<file path="src/mscont_pkg.sv">
// mscont_pkg: shared types, constants and the segment table of the contour block
// used by every module in src; depends on nothing else

package mscont_pkg;

   localparam int GRID_COLS_DEFAULT = 64;
   localparam int GRID_ROWS_DEFAULT = 64;

   localparam int COORD_W  = 7;   // request col / row
   localparam int CELL_W   = 6;   // result cell_col / cell_row
   localparam int RADIUS_W = 4;
   localparam int OFF_W    = 5;   // signed walk offset, covers -15..15
   localparam int PADDR_W  = 3;
   localparam int PDATA_W  = 32;

   localparam logic [RADIUS_W-1:0] RADIUS_RESET = 4'd3;

   // register index (paddr above the byte lanes)
   localparam logic [PADDR_W-3:0] REG_BRUSH_RADIUS = 1'b0;

   // request opcodes
   localparam logic OP_PAINT   = 1'b0;
   localparam logic OP_CONTOUR = 1'b1;

   // edge midpoint codes
   localparam logic [1:0] EDGE_TOP    = 2'd0;
   localparam logic [1:0] EDGE_RIGHT  = 2'd1;
   localparam logic [1:0] EDGE_BOTTOM = 2'd2;
   localparam logic [1:0] EDGE_LEFT   = 2'd3;

   typedef struct packed {
      logic                op;
      logic [COORD_W-1:0]  col;
      logic [COORD_W-1:0]  row;
      logic                paint_value;
   } req_type;

   typedef struct packed {
      logic               segment_valid;
      logic [CELL_W-1:0]  cell_col;
      logic [CELL_W-1:0]  cell_row;
      logic [3:0]         case_index;
      logic [1:0]         start_edge;
      logic [1:0]         end_edge;
      logic               last;
   } rsp_type;

   // status of one grid point from the point unit
   typedef struct packed {
      logic in_grid;
      logic in_disc;
   } point_status_type;

   typedef struct packed {
      logic [1:0] count;
      logic [1:0] start0;
      logic [1:0] end0;
      logic [1:0] start1;
      logic [1:0] end1;
   } seg_entry_type;

   localparam seg_entry_type SEG_TABLE [16] = '{
      '{2'd0, EDGE_TOP,    EDGE_TOP,    EDGE_TOP,    EDGE_TOP},
      '{2'd1, EDGE_BOTTOM, EDGE_LEFT,   EDGE_TOP,    EDGE_TOP},
      '{2'd1, EDGE_RIGHT,  EDGE_BOTTOM, EDGE_TOP,    EDGE_TOP},
      '{2'd1, EDGE_RIGHT,  EDGE_LEFT,   EDGE_TOP,    EDGE_TOP},
      '{2'd1, EDGE_TOP,    EDGE_RIGHT,  EDGE_TOP,    EDGE_TOP},
      '{2'd2, EDGE_TOP,    EDGE_LEFT,   EDGE_RIGHT,  EDGE_BOTTOM},
      '{2'd1, EDGE_TOP,    EDGE_BOTTOM, EDGE_TOP,    EDGE_TOP},
      '{2'd1, EDGE_TOP,    EDGE_LEFT,   EDGE_TOP,    EDGE_TOP},
      '{2'd1, EDGE_TOP,    EDGE_LEFT,   EDGE_TOP,    EDGE_TOP},
      '{2'd1, EDGE_TOP,    EDGE_BOTTOM, EDGE_TOP,    EDGE_TOP},
      '{2'd2, EDGE_TOP,    EDGE_RIGHT,  EDGE_BOTTOM, EDGE_LEFT},
      '{2'd1, EDGE_TOP,    EDGE_RIGHT,  EDGE_TOP,    EDGE_TOP},
      '{2'd1, EDGE_RIGHT,  EDGE_LEFT,   EDGE_TOP,    EDGE_TOP},
      '{2'd1, EDGE_RIGHT,  EDGE_BOTTOM, EDGE_TOP,    EDGE_TOP},
      '{2'd1, EDGE_BOTTOM, EDGE_LEFT,   EDGE_TOP,    EDGE_TOP},
      '{2'd0, EDGE_TOP,    EDGE_TOP,    EDGE_TOP,    EDGE_TOP}
   };

endpackage

</file>
<file path="src/mscont_point_unit.sv">
// mscont_point_unit: shared point unit, base + offset to grid address, bounds and disc test
// depends on mscont_pkg

module mscont_point_unit #(
   parameter int GRID_COLS = mscont_pkg::GRID_COLS_DEFAULT,
   parameter int GRID_ROWS = mscont_pkg::GRID_ROWS_DEFAULT,
   parameter int AW        = $clog2((GRID_COLS + 1) * (GRID_ROWS + 1))
) (
   input  logic [mscont_pkg::COORD_W-1:0]        base_col,
   input  logic [mscont_pkg::COORD_W-1:0]        base_row,
   input  logic signed [mscont_pkg::OFF_W-1:0]   off_x,
   input  logic signed [mscont_pkg::OFF_W-1:0]   off_y,
   input  logic [mscont_pkg::RADIUS_W-1:0]       radius,
   output logic [AW-1:0]                         pt_addr,
   output mscont_pkg::point_status_type          status
);

   localparam int PtCols   = GRID_COLS + 1;
   localparam int PtRows   = GRID_ROWS + 1;
   localparam int SpanMax  = (PtCols > PtRows) ? PtCols : PtRows;
   localparam int ReachMax = 2 ** mscont_pkg::COORD_W + 2 ** (mscont_pkg::OFF_W - 1);
   localparam int CoordMax = (SpanMax > ReachMax) ? SpanMax : ReachMax;
   localparam int CW       = $clog2(CoordMax + 1) + 1;

   logic signed [CW-1:0] x_pt;
   logic signed [CW-1:0] y_pt;
   logic [CW-2:0]        x_u;
   logic [CW-2:0]        y_u;
   logic [3:0]           mag_x;
   logic [3:0]           mag_y;
   logic [7:0]           sq_x;
   logic [7:0]           sq_y;
   logic [7:0]           sq_r;
   logic [8:0]           dist_sq;

   assign x_pt = $signed(CW'(base_col)) + CW'(off_x);
   assign y_pt = $signed(CW'(base_row)) + CW'(off_y);
   assign x_u  = x_pt[CW-2:0];
   assign y_u  = y_pt[CW-2:0];

   // linear address, row major
   assign pt_addr = AW'(AW'(y_u) * AW'(PtCols) + AW'(x_u));

   assign status.in_grid = !x_pt[CW-1] && !y_pt[CW-1]
                        && (x_pt < $signed(CW'(PtCols)))
                        && (y_pt < $signed(CW'(PtRows)));

   // integer disc test dx*dx + dy*dy <= r*r
   assign mag_x   = off_x[mscont_pkg::OFF_W-1] ? 4'(-off_x) : 4'(off_x);
   assign mag_y   = off_y[mscont_pkg::OFF_W-1] ? 4'(-off_y) : 4'(off_y);
   assign sq_x    = 8'(mag_x) * 8'(mag_x);
   assign sq_y    = 8'(mag_y) * 8'(mag_y);
   assign sq_r    = 8'(radius) * 8'(radius);
   assign dist_sq = 9'(sq_x) + 9'(sq_y);

   assign status.in_disc = (dist_sq <= 9'(sq_r));

endmodule

</file>
<file path="config.mk">
export PLATFORM = sky130hd
export DESIGN_NAME = mscont_point_unit
export DESIGN_NICKNAME = d
export VERILOG_FILES = /design/src/mscont_pkg.sv /design/src/mscont_point_unit.sv
export SDC_FILE = /design/constraint.sdc
export NUM_CORES = 1
export LEC_CHECK = 0
export ABC_CLOCK_PERIOD_IN_PS = 14900
export BUFFER_PORTS_ARGS = -buffer_cell sky130_fd_sc_hd__buf_2
export CORE_MARGIN = 2
export CORE_UTILIZATION = 44
export DETAILED_ROUTE_END_ITERATION = 6
export GPL_TIMING_DRIVEN = 0
export SLEW_MARGIN = 10
export SYNTH_ARGS = -nofsm -noshare
export SYNTH_HDL_FRONTEND = slang
export SYNTH_SLANG_ARGS = --single-unit
</file>
<file path="constraint.sdc">
create_clock -name vclk -period 14.9
set_input_delay 1.49 -clock vclk [all_inputs]
set_output_delay 1.49 -clock vclk [all_outputs]
set_load 0.01 [all_outputs]
</file>
==> impl_metrics.tcl, run 1 <==
set metrics [dict create \
    grt_pass1_vias 2189 \
    fin_util_pct 51.7 \
    leakage_nw 1.51 \
    start_util_pct 46.3 \
    core_area_mm2 0.00557 \
    hold_path_class "in2out" \
    cp.arrival_ns 6.49 \
    worstPathCellList "buf_2 > inv_1 > ha_1 > nand2b_1 > xnor2_1 > nand2_1 > fa_1 > fa_1 > fa_1 > inv_1 > fa_1 > ha_1 > fa_1 > a21oi_1 > nor2_1 > nor2_1 > xnor2_1 > ha_1 > nand4_1 > o22a_1 > a21oi_1 > buf_2" \
    nets 477 \
    cap_violations 0 \
    yosysWarnings 0 \
    grt_max_degree 12 \
    cp-start-kind "input port" \
    grt_overflow 0 \
    crit_top_cell "fa_1" \
    drtAntennaViolNets 0 \
    portBuffers 43 \
    wirelength_mm 5.20 \
    drtPass1Iterations 4 \
    max_stage_delay_ns 0.56 \
    hold_viol_final 0 \
    setup_ws_ns 6.92 \
    drive_gt1_share_pct 14.4 \
    synth_top_area_share_pct 34.0 \
    syn_area_mm2 0.00258 \
    gr-usage-met3_pct 0.674 \
    maxSlewViolCount 0 \
    path_class "in2out" \
    die_height_um 80.6 \
    worst_pin_slew_ns 0.537 \
    p_total_mw 0.355 \
    crit_path_top_delay_cell "fa_1" \
    ios 43 \
    post_cts_buffers 0 \
    hpwl_mm 4.70 \
    synth_seq_area_share_pct 0 \
    grt_antenna_before_repair 0 \
    power_density_mw_per_mm2 123 \
    worstPathMaxFanout 7 \
    syn_inst 317 \
    gr-usage-met1_pct 26.3 \
    vias_per_cell 5.19 \
    hold_buffers 0 \
    status "finished clean" \
    die-area_mm2 0.00649 \
    grtUsageTotal_pct 17.5 \
    gp_congestion 0.891 \
    post_drt_wl_per_cell_um 12.0 \
    fmax_mhz 125 \
    rsz0062_at_grt "false" \
    rows 27 \
    syn-num-nets 432 \
    top_usage_layer "met2" \
    slew_headroom_pct 63.8 \
    min_period_over_period_pct 53.6 \
    place_area_mm2 0.00288 \
    seq_cells 0 \
    finalNonFillerCells 432 \
    crit_required_ns 13.41 \
    place_inst 432 \
    yosys.area.top_type "ha_1" \
    vias 2240 \
    holdWs_ns 3.44 \
    ctsResizeCount 0 \
    drtIter0Drc 28 \
    area_delta_synth_final_pct 11.8 \
    synth_cell_type_count 43 \
    ir_drop_uv 86.0 \
    dp_slack_ns 6.89 \
    drcViolationCount 0 \
    stdcell_area_mm2 0.00288 \
    num_antenna_cells 0 \
    grt_util_met2_pct 29.5 \
    synth_area_per_cell_um2 8.13 \
    period_minus_slack_ns 7.98 \
    clock_buffers 0 \
    die_x_um 80.6 \
    endpoint_kind "output port" \
    seqCellArea_um2 0 \
    grt_pass1_wl_mm 9.47 \
    setup_viol 0 \
    fin_setup_tns_ns 0 \
    ys_top_cells_by_area "ha_1, fa_1, inv_1, xnor2_1, nor2_1" \
]
## cell usage in the layout, fill, tap and decap left out, drive strengths merged, types with 2 or more instances in the layout
master / count
xnor2: 17
a211oi: 9
or3: 4
a21oi: 19
ha: 70
xor2: 11
o31ai: 2
nand2: 11
and2: 7
o211ai: 4
nor2b: 8
o21a: 3
or4: 2
nand3: 2
nand2b: 5
a21o: 7
inv: 45
o21bai: 5
fa: 17
nor3: 2
nor2: 27
o21ai: 21
a31oi: 2
buf: 43
## cell type report
class / instances / area [um2]
timing repair buffer: 43 / 215
multi-input combinational: 271 / 2410
inverter: 45 / 169
buffer: 1 / 3.75
tap: 72 / 90.1
fill: 573 / 2690
## cells in the mapped netlist, drive strengths merged, types with 2 or more instances
library cell / count
ha: 70
inv: 45
nor2: 27
o21ai: 21
a21oi: 19
fa: 17
xnor2: 17
nand2: 11
xor2: 11
a211oi: 9
nor2b: 8
a21o: 7
and2: 7
nand2b: 5
o21bai: 5
o211ai: 4
or3: 4
o21a: 3
a31oi: 2
nand3: 2
nor3: 2
o31ai: 2
or4: 2
## metal layers
| layer | share of wire [%] | vias to the layer above |
|---|---|---|
| li1 | - | 1201 |
| met2 | 42 | 40 |
| met4 | 0 | 0 |
| met1 | 54 | 999 |
| met5 | 0 | - |
| met3 | 3.9 | 0 |
## power breakdown
group          total, mW  switching [mW]  internal (mW)
logic              0.355           0.194          0.161
clock network          0               0              0
registers              0               0              0
total              0.355           0.194          0.161
## logic make-up after synthesis
| family | Yosys count | synth area share, % |
|---|---|---|
| adders and majority gates | 87 | 47.2 |
| xor gates and xnor gates | 28 | 9.51 |
| and+or+nand+nor | 76 | 15.3 |
| AOI/OAI and AO/OA | 80 | 21.3 |
| buffers and inverters | 46 | 6.70 |
## worst max-delay path, delay by kind of cell
| kind | cells | cell delay, ns |
|---|---|---|
| adders and majority gates | 8 | 3.14 |
| and+or+nand+nor | 5 | 0.58 |
| AOI/OAI and AO/OA | 3 | 0.48 |
| buffers and inverters | 4 | 0.41 |
| xor gates and xnor gates | 2 | 0.37 |
## worst paths after layout
path	start	end	slack [ns]	depth (start not counted)
worst max-delay path	off_x[0]	status[0]	6.92	22
worst min-delay path	base_col[0]	pt_addr[0]	3.44	4
Note: power is estimated with default switching activity, not from simulation.
==> run 2: changes to the inputs <==
--- a/config.mk
+++ b/config.mk
@@ -5,12 +5,14 @@
 export SDC_FILE = /design/constraint.sdc
 export NUM_CORES = 1
 export LEC_CHECK = 0
-export ABC_CLOCK_PERIOD_IN_PS = 14900
+export ABC_AREA = 1
+export ABC_CLOCK_PERIOD_IN_PS = 7000
 export BUFFER_PORTS_ARGS = -buffer_cell sky130_fd_sc_hd__buf_2
 export CORE_MARGIN = 2
 export CORE_UTILIZATION = 44
 export DETAILED_ROUTE_END_ITERATION = 6
 export GPL_TIMING_DRIVEN = 0
+export PLACE_DENSITY = 0.67
 export SLEW_MARGIN = 10
 export SYNTH_ARGS = -nofsm -noshare
 export SYNTH_HDL_FRONTEND = slang
==> constraint.sdc (replaced) <==
create_clock -name vclk -period 7
set_input_delay 0.7 -clock vclk [all_inputs]
set_output_delay 0.7 -clock vclk [all_outputs]
set_load 0.01 [all_outputs]
==> run 2 against run 1 <==
Effect of this change:
- core utilization down 1.2 points
- routed wire length up 2.4%
- worst setup slack worse by 6.1 ns
- combinational power up 88%
- area after synthesis up 4.1%
- first-iteration DRC count up 14%
- cell area up 3.8%
- cell count up 22%
- non-clock buffer count down 1
==> impl_metrics.tcl, run 2 <==
set metrics [dict create \
    status "finished clean" \
    fin_util_pct 50.5 \
    hpwl_mm 4.93 \
    final_common_cell "nand2_1" \
    drive_gt1_share_pct 11.5 \
    hold_viol_final 0 \
    cp.arrival_ns 5.53 \
    yosysWarnings 0 \
    drtPass1Iterations 6 \
    synth.most_common_cell "nand2_1" \
    drcViolationCount 0 \
    hold_path_class "in2out" \
    min_period_over_period_pct 88.9 \
    nets 570 \
    power_density_mw_per_mm2 223 \
    seqCellArea_um2 0 \
    crit_path_top_delay_cell "fa_1" \
    vias 2509 \
    portBuffers 43 \
    synth_top_area_share_pct 32.6 \
    ios 43 \
    area_delta_synth_final_pct 11.5 \
    path_class "in2out" \
    rsz0062_at_grt "false" \
    wl_met3_um 101 \
    endpoint_kind "output port" \
    crit_required_ns 6.30 \
    slew_headroom_pct 69.8 \
    die_height_um 82.1 \
    num_antenna_cells 0 \
    yosys.area.top_type "ha_1" \
    synth_area_per_cell_um2 6.55 \
    dr_wl_met2_mm 2.57 \
    leakage_nw 1.92 \
    grt_pass1_vias 2312 \
    vias_per_cell 4.75 \
    drtAntennaViolNets 0 \
    post_drt_wl_per_cell_um 10.1 \
    synthTopCellsByCount "nand2_1, inv_1, ha_1" \
    grt_max_degree 11 \
    worstPathMaxFanout 5 \
    top_layer "met4" \
    ctsResizeCount 0 \
    seq_cells 0 \
    fmax_mhz 161 \
    max_stage_delay_ns 0.56 \
    synth_cell_type_count 27 \
    syn_area_mm2 0.00268 \
    worst_pin_slew_ns 0.449 \
    post_cts_buffers 0 \
    clock_buffers 0 \
    ys_top_cells_by_area "ha_1, nand2_1, inv_1, fa_1, xor2_1" \
    path_buf_inv 3 \
    stdcell_area_mm2 0.00299 \
    hold_start "base_col[0]" \
    grtUsageTotal_pct 17.0 \
    layout_common_cells "nand2_1, inv_1, ha_1" \
    fin_setup_tns_ns 0 \
    place_area_mm2 0.00299 \
    wirelength_mm 5.32 \
    rows 28 \
    die_x_um 82.1 \
    hold_buffers 0 \
    cp-start-kind "input port" \
    grt_pass1_wl_mm 9.45 \
    grt_overflow 0 \
    holdPathStages 4 \
    core_area_mm2 0.00592 \
    period_minus_slack_ns 6.23 \
    m1WireLength_mm 2.60 \
    worstPathCellList "buf_2 > o31ai_1 > xor2_1 > nand2_1 > fa_1 > fa_1 > fa_1 > inv_1 > fa_1 > ha_1 > fa_1 > ha_1 > a21oi_1 > nand3_1 > nand2_1 > nand2_1 > nand2_1 > nand2_1 > a21oi_1 > buf_2" \
    syn_inst 410 \
    p_total_mw 0.668 \
    setup_viol 0 \
    synth_seq_area_share_pct 0 \
    maxSlewViolCount 0 \
    ir_drop_uv 175 \
    syn-num-nets 525 \
    crit_family "adder cells" \
    die-area_mm2 0.00674 \
    drtIter0Drc 32 \
    cap_violations 0 \
    start_util_pct 45.3 \
    holdPathEnd "pt_addr[0]" \
    gp_congestion 0.860 \
    grt_antenna_before_repair 0 \
]
## run 2: cell types whose count changed in the layout (fill, tap and decap cells not counted), sizes merged, moves of 4 or more
cell,previous run,this run
nand2b,5,1
inv,45,93
nor2b,8,0
xnor2,17,2
o21ai,21,8
nand3,2,27
o211ai,4,0
xor2,11,17
and2,7,1
a211oi,9,0
nand2,11,112
a21o,7,1
## run 2: worst max-delay path by stage
stage               startpoint         to  slack (ns)  cells past startpoint
floorplan             off_x[0]  status[0]        1.28                     22
global placement      off_x[0]  status[0]        0.80                     24
detailed placement    off_x[0]  status[0]        0.74                     22
CTS                   off_x[0]  status[0]        0.72                     22
global route          off_x[0]  status[0]        0.45                     22
finish                off_x[0]  status[0]        0.77                     20
## run 2: final cells by class
type	count	area, um2
repair buffers	43	215
inverters	93	349
fillers	617	2930
multi-input cells	317	2330
well taps	75	93.8
## run 2: report_power, final
group / total (mW) / internal [mW] / switching, mW
combinational: 0.668 / 0.284 / 0.384
sequential: 0 / 0 / 0
clock: 0 / 0 / 0
## run 2: cells by family (layout without fill, tap and decap cells)
kind of cell,count (synthesis),count (layout),synth area share [%]
adder cells (fa/ha/maj),87,87,45.3
XOR/XNOR,19,19,6.48
AO/OA/AOI/OAI,36,36,7.55
buffers and inverters,93,136,13.0
AND/OR/NAND/NOR,175,175,27.6
## run 2: worst min-delay path, cell delays in order
cell and delay [ns]:
buf_2 0.09, ha_1 0.14, ha_1 0.16, buf_2 0.14
## run 2: metrics by stage
stage / setup WS, ns / hold slack, ns / cells
global placement: 0.797 / 1.92 / 528
finish: 0.774 / 1.93 / 528
CTS: 0.719 / 1.92 / 528
global route: 0.447 / 1.94 / 528
floorplan: 1.28 / 1.66 / 410
detailed placement: 0.744 / 1.91 / 528
## run 2: metal layers
metal  GRT usage (%)  vias up
met5               0        -
met4            1.83        0
met3           0.326        4
met2            31.6       21
met1            22.5     1106
li1                -     1378
==> run 3: changes to the inputs <==
--- a/config.mk
+++ b/config.mk
@@ -5,14 +5,13 @@
 export SDC_FILE = /design/constraint.sdc
 export NUM_CORES = 1
 export LEC_CHECK = 0
-export ABC_AREA = 1
 export ABC_CLOCK_PERIOD_IN_PS = 7000
 export BUFFER_PORTS_ARGS = -buffer_cell sky130_fd_sc_hd__buf_2
 export CORE_MARGIN = 2
-export CORE_UTILIZATION = 44
+export CORE_UTILIZATION = 55
 export DETAILED_ROUTE_END_ITERATION = 6
 export GPL_TIMING_DRIVEN = 0
-export PLACE_DENSITY = 0.67
+export PLACE_DENSITY = 0.81
 export SLEW_MARGIN = 10
 export SYNTH_ARGS = -nofsm -noshare
 export SYNTH_HDL_FRONTEND = slang
==> run 3 against run 2 <==
Effect of this change:
- die area shrank 22%
- count of clock-buffer cells in the layout stayed put
- power increased by 11%
- maximum frequency decreased by 2.9%
- via count is 10% lower
- cell area fell by 4.5%
==> impl_metrics.tcl, run 3 (synthesized netlist as in run 1, its figures left out) <==
set metrics [dict create \
    ios 43 \
    post_drt_wl_per_cell_um 11.7 \
    p_total_mw 0.739 \
    nets 477 \
    crit_top_cell "fa_1" \
    seqCellArea_um2 0 \
    worst_pin_slew_ns 0.555 \
    grt_antenna_before_repair 0 \
    start_util_pct 58.0 \
    cap_violations 0 \
    post_cts_buffers 0 \
    gr-usage-met1_pct 29.3 \
    drive_gt1_share_pct 14.4 \
    power_density_mw_per_mm2 259 \
    hold_start "base_col[0]" \
    drtIter0Drc 88 \
    drtAntennaViolNets 0 \
    max_stage_delay_ns 0.56 \
    worstPathMaxFanout 7 \
    grt_max_degree 12 \
    die_height_um 72.5 \
    hold_viol_final 0 \
    grt_overflow 0 \
    grt_pass1_wl_mm 8.67 \
    min_period_over_period_pct 91.6 \
    hold_path_class "in2out" \
    worstPathCellList "buf_2 > inv_1 > ha_1 > nand2b_1 > xnor2_1 > nand2_1 > fa_1 > fa_1 > fa_1 > inv_1 > fa_1 > ha_1 > fa_1 > a21oi_1 > nor2_1 > nor2_1 > xnor2_1 > ha_1 > nand4_1 > o22a_1 > a21oi_1 > buf_2" \
    maxSlewViolCount 0 \
    fmax_mhz 156 \
    ir_drop_uv 208 \
    num_antenna_cells 0 \
    crit_path_top_delay_cell "fa_1" \
    path_class "in2out" \
    slew_headroom_pct 62.6 \
    grt_util_met2_pct 32.9 \
    cp-start-kind "input port" \
    vias 2258 \
    worstSetupStartpoint "off_x[0]" \
    ctsResizeCount 0 \
    vias_per_cell 5.48 \
    fillers 389 \
    seq_cells 0 \
    area_delta_synth_final_pct 10.9 \
    leakage_nw 1.51 \
    hpwl_mm 4.35 \
    drcViolationCount 0 \
    grt_pass1_vias 2061 \
    status "finished clean" \
    wirelength_mm 4.83 \
    clock_buffers 0 \
    setup_viol 0 \
    die-area_mm2 0.00525 \
    endpoint_kind "output port" \
    cp.arrival_ns 5.71 \
    gp_congestion 0.893 \
    period_minus_slack_ns 6.41 \
    layout_common_cells "ha_1, inv_1, buf_2" \
    die_x_um 72.5 \
    top_usage_layer "met2" \
    core_area_mm2 0.00444 \
    fin_setup_tns_ns 0 \
    hold_buffers 0 \
    final_common_cell "ha_1" \
    rows 24 \
    grtUsageTotal_pct 19.4 \
    gr-usage-met3_pct 0.278 \
    drtPass1Iterations 4 \
    portBuffers 43 \
    crit_required_ns 6.30 \
    rsz0062_at_grt "false" \
]
[run 3: path summary, 6_finish.rpt]
check | to | slack, ns | depth (start not counted)
worst min-delay path | pt_addr[0] | 1.87 | 4
worst max-delay path | status[0] | 0.59 | 22
[run 3: where the power goes]
part           internal [mW]  switching (mW)  total [mW]
clock network              0               0           0
registers                  0               0           0
logic                  0.338           0.401       0.739
[run 3: critical path, delay by kind of cell]
kind | cells | cell delay (ns)
AO/OA/AOI/OAI | 3 | 0.48
buffers and inverters | 4 | 0.43
XOR/XNOR | 2 | 0.38
adder cells (fa/ha/maj) | 8 | 3.15
AND/OR/NAND/NOR | 5 | 0.57
[run 3: per-layer routing]
layer | share of wire, % | routed length (um)
met1 | 53 | 2550
met2 | 44 | 2120
met3 | 3.3 | 160
met4 | 0 | 0
met5 | 0 | 0
[run 3: per-stage QoR]
stage | hold slack, ns | utilization [%] | cell area, um2 | cells | setup slack [ns]
4_1_cts | 1.88 | 64.3 | 2860 | 412 | 0.563
2_1_floorplan | 1.56 | - | 2580 | 317 | 1.17
3_3_place_gp | 1.87 | 64.3 | 2860 | 412 | 0.620
6_report | 1.87 | 64.3 | 2860 | 412 | 0.588
3_5_place_dp | 1.88 | 64.3 | 2860 | 412 | 0.569
5_1_grt | 1.92 | 64.3 | 2860 | 412 | 0.164
[run 3: layout make-up]
type / count / area (um2) / area share, %
multi-input combinational: 271 / 2410 / 84.2
timing repair buffer: 43 / 215 / 7.53
inverter: 45 / 169 / 5.91
tap: 52 / 65.1 / 2.28
buffer: 1 / 3.75 / 0.131
